$ cat src/diagonal_shift_image_scrambler_unit_defines.svh
// assertion helpers for the scrambler unit rtl
`ifndef DIAGONAL_SHIFT_IMAGE_SCRAMBLER_UNIT_DEFINES_SVH
`define DIAGONAL_SHIFT_IMAGE_SCRAMBLER_UNIT_DEFINES_SVH

// same-cycle implication, checked out of reset
`define DSIS_ASSERT_IMPL(label, ante, cons) \
  label: assert property (@(posedge clk) disable iff (!rst_n) (ante) |-> (cons)) \
    else $error("dsis assertion failed");

// next-cycle implication, checked out of reset
`define DSIS_ASSERT_NEXT(label, ante, cons) \
  label: assert property (@(posedge clk) disable iff (!rst_n) (ante) |=> (cons)) \
    else $error("dsis assertion failed");

`endif

$ cat src/dsis_pkg.sv
package dsis_pkg;

  localparam int PIX_W   = 24;
  localparam int COORD_W = 9;   // coordinates after a move can reach frame size minus one
  localparam int DVD_W   = 10;  // row + col + shift fits here
  localparam int CNT_W   = 4;

  localparam logic [1:0] REG_PERM_INDEX   = 2'd0;
  localparam logic [1:0] REG_INVERT_MODE  = 2'd1;
  localparam logic [1:0] REG_FRAME_HEIGHT = 2'd2;
  localparam logic [1:0] REG_FRAME_WIDTH  = 2'd3;

  localparam logic CMD_WRITE = 1'b0;
  localparam logic CMD_READ  = 1'b1;

  typedef enum logic [1:0] {
    MV_R = 2'd0,
    MV_L = 2'd1,
    MV_U = 2'd2,
    MV_D = 2'd3
  } move_t;

  typedef enum logic [2:0] {
    S_IDLE,
    S_SETUP,
    S_MOD,
    S_APPLY,
    S_READ,
    S_RESP
  } state_t;

  typedef struct packed {
    logic busy;
    logic done;
  } mod_stat_t;

  localparam move_t MOVE_FIRST [8] = '{MV_R, MV_R, MV_L, MV_L, MV_U, MV_U, MV_D, MV_D};
  localparam move_t MOVE_SECOND [8] = '{MV_D, MV_U, MV_D, MV_U, MV_R, MV_L, MV_R, MV_L};

  // R<->L, U<->D
  function automatic move_t inv_move(input move_t m);
    return move_t'({m[1], ~m[0]});
  endfunction

endpackage

$ cat src/dsis_mod_unit.sv
module dsis_mod_unit (
  input  logic                          clk,
  input  logic                          rst_n,
  input  logic                          start,
  input  logic [dsis_pkg::DVD_W-1:0]    dividend,
  input  logic [dsis_pkg::COORD_W-1:0]  divisor,
  output dsis_pkg::mod_stat_t           stat,
  output logic [dsis_pkg::COORD_W-1:0]  rem
);

  logic                          busy_r;
  logic                          done_r;
  logic [dsis_pkg::CNT_W-1:0]    cnt_r;
  logic [dsis_pkg::DVD_W-1:0]    dvd_r;
  logic [dsis_pkg::COORD_W-1:0]  dvs_r;
  logic [dsis_pkg::COORD_W-1:0]  rem_r;

  logic [dsis_pkg::COORD_W:0]    trial;
  logic [dsis_pkg::COORD_W:0]    diff;
  logic                          ge;

  // restoring remainder, one dividend bit per cycle
  always_comb begin
    trial = {rem_r, dvd_r[dsis_pkg::DVD_W-1]};
    diff  = trial - {1'b0, dvs_r};
    ge    = trial >= {1'b0, dvs_r};
  end

  always_ff @(posedge clk) begin
    if (!rst_n) begin
      busy_r <= 1'b0;
      done_r <= 1'b0;
      cnt_r  <= '0;
    end else begin
      done_r <= 1'b0;
      if (start) begin
        busy_r <= 1'b1;
        cnt_r  <= '0;
      end else if (busy_r) begin
        cnt_r <= cnt_r + 1'b1;
        if (cnt_r == dsis_pkg::CNT_W'(dsis_pkg::DVD_W - 1)) begin
          busy_r <= 1'b0;
          done_r <= 1'b1;
        end
      end
    end
  end

  always_ff @(posedge clk) begin
    if (start) begin
      rem_r <= '0;
      dvd_r <= dividend;
      dvs_r <= divisor;
    end else if (busy_r) begin
      rem_r <= ge ? diff[dsis_pkg::COORD_W-1:0] : trial[dsis_pkg::COORD_W-1:0];
      dvd_r <= {dvd_r[dsis_pkg::DVD_W-2:0], 1'b0};
    end
  end

  assign stat.busy = busy_r;
  assign stat.done = done_r;
  assign rem       = rem_r;

endmodule

$ cat config.mk
export PLATFORM = sky130hd
export DESIGN_NAME = dsis_mod_unit
export DESIGN_NICKNAME = d
export VERILOG_FILES = /design/src/diagonal_shift_image_scrambler_unit_defines.svh /design/src/dsis_pkg.sv /design/src/dsis_mod_unit.sv
export SDC_FILE = /design/constraint.sdc
export NUM_CORES = 1
export LEC_CHECK = 0
export ABC_AREA = 1
export BUFFER_PORTS_ARGS = -buffer_cell sky130_fd_sc_hd__buf_2
export CAP_MARGIN = 20
export CORE_UTILIZATION = 40
export CTS_CLUSTER_DIAMETER = 60
export CTS_CLUSTER_SIZE = 12
export DETAILED_ROUTE_END_ITERATION = 12
export GPL_ROUTABILITY_DRIVEN = 0
export PLACE_DENSITY = 0.7
export SYNTH_ARGS = -nofsm -noshare
export SYNTH_HDL_FRONTEND = slang
export SYNTH_SLANG_ARGS = --single-unit
$ cat constraint.sdc
create_clock -name clk -period 2.3 [get_ports clk]
set_clock_uncertainty 0.2 [all_clocks]
set_input_delay 0.46 -clock clk [delete_from_list [all_inputs] [get_ports clk]]
set_output_delay 0.46 -clock clk [all_outputs]
set_load 0.005 [all_outputs]
## Word level (Yosys, flattened, before mapping)

Index checks and enable logic that the tools add are counted.

| storage, ports and cells | value |
|---|---|
| register bits | 34 |
| bits of input ports | 22 |
| output and inout port bits | 11 |
| word-level logic and storage cells | 22 |

| operators by class | value |
|---|---|
| equal/unequal tests | 1 |
| bitwise gates (word level) | 2 |
| reduce and logical (&&, ||, !) cells | 3 |
| add/sub/neg operators | 2 |
| multiplexer cells | 7 |
| magnitude comparators | 1 |

Operator list:

| cell | count |
|---|---|
| two-way mux 10 bit | 2 |
| greater-or-equal comparator 10 x 9 -> 1 bit | 1 |
| two-way mux 9 bit | 1 |
| subtractor 9 bit | 1 |
| adder 4 x 1 -> 4 bit (second input constant) | 1 |
| == test 4 bit (second input constant) | 1 |
| two-way mux 1 bit | 4 |
| OR reduction 3 bit | 1 |
| inverter 1 bit | 2 |
| nonzero test 2 bit | 1 |
| OR reduction 2 bit | 1 |

## Depth between registers and ports, before layout

| logic depth | value |
|---|---|
| depth in word-level cells | 4 |
| depth in mapped cells | 12 |
| mapped depth without buffers | 12 |

## Least setup slack after synthesis

OpenSTA, ideal clock, no wires.

| timing path | value |
|---|---|
| path type | reg-to-reg |
| start | reg dvd_r[9] in the netlist's numbering |
| end | reg rem_r (netlist bit rem[0]) |
| buffers on the path | 1 |
| arrival | 1.570 ns |
| data required time | 1.967 ns |
| setup time | 0.133 ns |
| stages on the path, launching flop included | 12 |
| slack | 0.397 ns |
| clock period less this slack | 1.903 ns |
| path through | edfxtp_1 -> inv_1 -> ha_1 -> inv_1 -> fa_1 -> nand2_1 -> nand3_2 -> nand2_2 -> buf_6 -> nand3_1 -> nand3_1 -> o21ai_0 |

| on the way | value |
|---|---|
| cells in the longest elaborated chain, start to end | 2 |
| elaborated cells between the ends (all ways) | 3 |
| classes of those cells | add/sub (1); order compare (1); mux (1) |

RTL lines:

| what | line | text |
|---|---|---|
| start: declaration | dsis_mod_unit.sv:14 | `logic [dsis_pkg::DVD_W-1:0] dvd_r;` |
| start signal: assignment | dsis_mod_unit.sv:52 | `dvd_r <= dividend;` |
| start signal: assignment | dsis_mod_unit.sv:56 | `dvd_r <= {dvd_r[dsis_pkg::DVD_W-2:0], 1'b0};` |
| subtractor 9 bit or greater-or-equal comparator 10 x 9 -> 1 bit (tied branches) | dsis_mod_unit.sv:25, dsis_mod_unit.sv:26 |  |
| two-way mux 9 bit (*) | dsis_mod_unit.sv:55 | `rem_r <= ge ? diff[dsis_pkg::COORD_W-1:0] : trial[dsis_pkg::COORD_W-1:0];` |
| end signal: assignment | dsis_mod_unit.sv:55 |  |
| end: declaration | dsis_mod_unit.sv:16 | `logic [dsis_pkg::COORD_W-1:0] rem_r;` |

Every way passes the cells marked *; elsewhere a longest branch is shown, timed or not.
A chain may end at the register's enable or synchronous reset.

## Final worst setup path

| timing path | value |
|---|---|
| start | reg dvd_r[9] in the netlist's numbering |
| end | reg rem_r (netlist bit rem[2]) |

The elaborated chain is that of the path after synthesis.

==> reports/results.ini <==
[run_status]
status=finished, final reports clean

[grt]
grt_usage_pct=16.4
overflow=0
grt_pass1_vias=1489
grt_max_degree=16
antenna_found_initial=0
grt_pass1_wl_microns=6410

[final_layout]
layout_common_cells=nand2_1, inv_1, buf_2
fin_cells=324
n_fill_cell=451
num_antenna_cells=0
stdcell_area_sq_mm=0.00218
multi_input_area_sq_um=831
final_common_cell=nand2_1
nNetsFinal=305
ff_latch_area_sq_um=871
syn_to_final_growth_pct=15.7
drive_gt1_share_pct=18.8

[route]
postRouteAntennaNets=0
vias=1545
drt_first_pass_iters=4
drc=0
via_per_inst=4.77
drt-initial-drc-count=74
wirelength_microns=3640
wire_per_inst_microns=11.2

[min_path]
hp-class=input port to register

[yosys]
synth_fp_nets=268
ys_seq_area_share_pct=46.2
synth_edf_count=19
yosys_warnings=0
ys_ff_latch=34
synth_area_sq_mm=0.00189
synthArstFlopShare_pct=0
synth.avg_cell_area_sq_um=8.06
synthFlopType=edfxtp_1
synth_cells=234
synth_cell_types=29

[cts]
cts_buffer_depth=2
cts_tree=built
htree_num_levels=2
root_buffer=clkbuf_8
post_cts_buffers=0
cts_buffers=5
clock_latency_ns=0.28
numClockSinks=34
path_clk_slew_ns=0.07

[timing]
setup_viol=0
clock.fmax_ghz=0.484
worstMarginPinSlew_ns=0.516
finalHoldViolations=0
timing.final.max_slew_violations=0
layout_min_cycle_time_ns=2.07
post-route-period-util_pct=89.8
grt_setup_unrepaired=false
relSlewSlack_pct=65.6
fin_setup_tns_ns=0

[die]
core_sq_mm=0.00444
io_pins=33
fp.dieH_microns=70.7
initial_utilization_pct=42.4
die_area_sq_mm=0.00499
num_rows=24
die_x_microns=70.7

[power]
p_per_area_mw_per_mm2=619
cellInternalPower_uw=982
power.leakage_uw=0.00115
power_frac_comb_pct=16.0
p_sw_uw=368
p_clk_share_pct=31.8
p_sw_share_pct=27.3
seq_power_share_pct=52.2
ir_drop_mv=0.327

[critical_path]
end_kind=register
crit_slowest_cell=fa_1
worstPathArrival_ns=2.07
start_kind=register
cp_slowest_stage_delay_ns=0.42
required_ns=2.30
crit_fanout=11
worstPathCellList=inv_1, ha_1, inv_1, fa_1, nand2_1, nand3_2, nand2_4, nand2_2, nand2_1, nand3_1, o21ai_0
critical_path_class=register to register

[placement]
place_area_sq_mm=0.00209
dp_cells=316
dp_hpwl_microns=2730
io_buffers=32

[run]
maxCapViolations=0

==> metrics by stage <==
| stage | setup slack [ns] | power (uW) | util [%] | hold slack [ns] |
|---|---|---|---|---|
| 2_1_floorplan | 0.397 | 868 | - | 0.271 |
| 3_3_place_gp | 0.226 | 930 | 47.1 | 0.288 |
| 3_5_place_dp | 0.187 | 934 | 47.1 | 0.294 |
| 4_1_cts | 0.165 | 1360 | 49.0 | 0.139 |
| 5_1_grt | 0.0354 | 1420 | 49.1 | 0.135 |
| 6_report | 0.234 | 1350 | 49.1 | 0.146 |
==> area by class of cell <==
cell class,instances,share of cell area [%]
sequential,34,39.9
multi-input combinational,156,38.1
timing repair buffer,36,8.72
inverter,38,6.54
clock buffer,6,3.33
tap,52,2.98
clock inverter,2,0.402
==> synth_stat cells (3+ instances only) <==
library cell	instances	area (sq um)
a21oi_1	4	20.0
dfxtp_1	15	300
edfxtp_1	19	571
ha_1	11	138
inv_1	37	139
nand2_1	75	282
nand2_2	4	25.0
nand3_1	24	120
nand3b_1	3	22.5
nor2_1	12	45.0
nor3_1	4	20.0
o21ai_0	3	15.0
xnor2_1	3	26.3
==> cell families (layout without fill, tap and decap cells) <==
group	after synthesis	in the layout	synth area share, %
fa+ha+maj	12	12	8.36
simple gates	128	128	29.7
buf+inv	44	82	10.0
compound gates	13	13	4.31
flops	34	34	46.2
xor+xnor	3	3	1.39
==> path summary, 6_finish.rpt <==
kind / cells past startpoint / from / endpoint / slack [ns]
worst max-delay path: 11 / dvd_r[9]$_DFFE_PP_ / rem[2]$_SDFFE_PP0P_ / 0.23
worst max register to register: 11 / dvd_r[9]$_DFFE_PP_ / rem[2]$_SDFFE_PP0P_ / 0.23
worst min-delay path: 1 / divisor[7] / dvs_r[7]$_DFFE_PP_ / 0.15
worst min register to register: 2 / rem[5]$_SDFFE_PP0P_ / rem[5]$_SDFFE_PP0P_ / 0.30
==> flip-flops by register name, indices dropped and copies added, names as in the netlist <==
name	cells
dvd_r	10
dvs_r	9
rem	9
cnt_r	4
busy_r	1
done_r	1
==> power groups by stage <==
stage | Sequential, uW | Clock (uW) | Combinational [uW]
floorplan | 713 | 0 | 154
global placement | 718 | 0 | 212
detailed placement | 718 | 0 | 215
CTS | 705 | 440 | 216
global route | 709 | 468 | 248
finish | 704 | 430 | 216
==> layer usage <==
layer | part of all wire, % | track usage (%) | up-vias
met1 | 46 | 20.2 | 686
met4 | 1.7 | 6.00 | 0
li1 | - | - | 824
met5 | 0 | 0 | -
met3 | 3.8 | 4.27 | 6
met2 | 49 | 27.8 | 29
==> critical path, delay by kind of cell (launching register included) <==
| family | cells | cell delay [ns] |
|---|---|---|
| AND/OR/NAND/NOR | 6 | 0.64 |
| adder cells (fa/ha/maj) | 2 | 0.56 |
| flip-flops | 1 | 0.36 |
| buffers and inverters | 2 | 0.13 |
| AO/OA/AOI/OAI | 1 | 0.08 |
==> repair_timing <==
| action | in CTS | in global routing |
|---|---|---|
| setup endpoints to repair | 0 | 1 |
| gates resized for setup | 0 | 1 |
| hold buffers | 0 | 0 |
No activity file was read; power rests on OpenSTA's default activity.
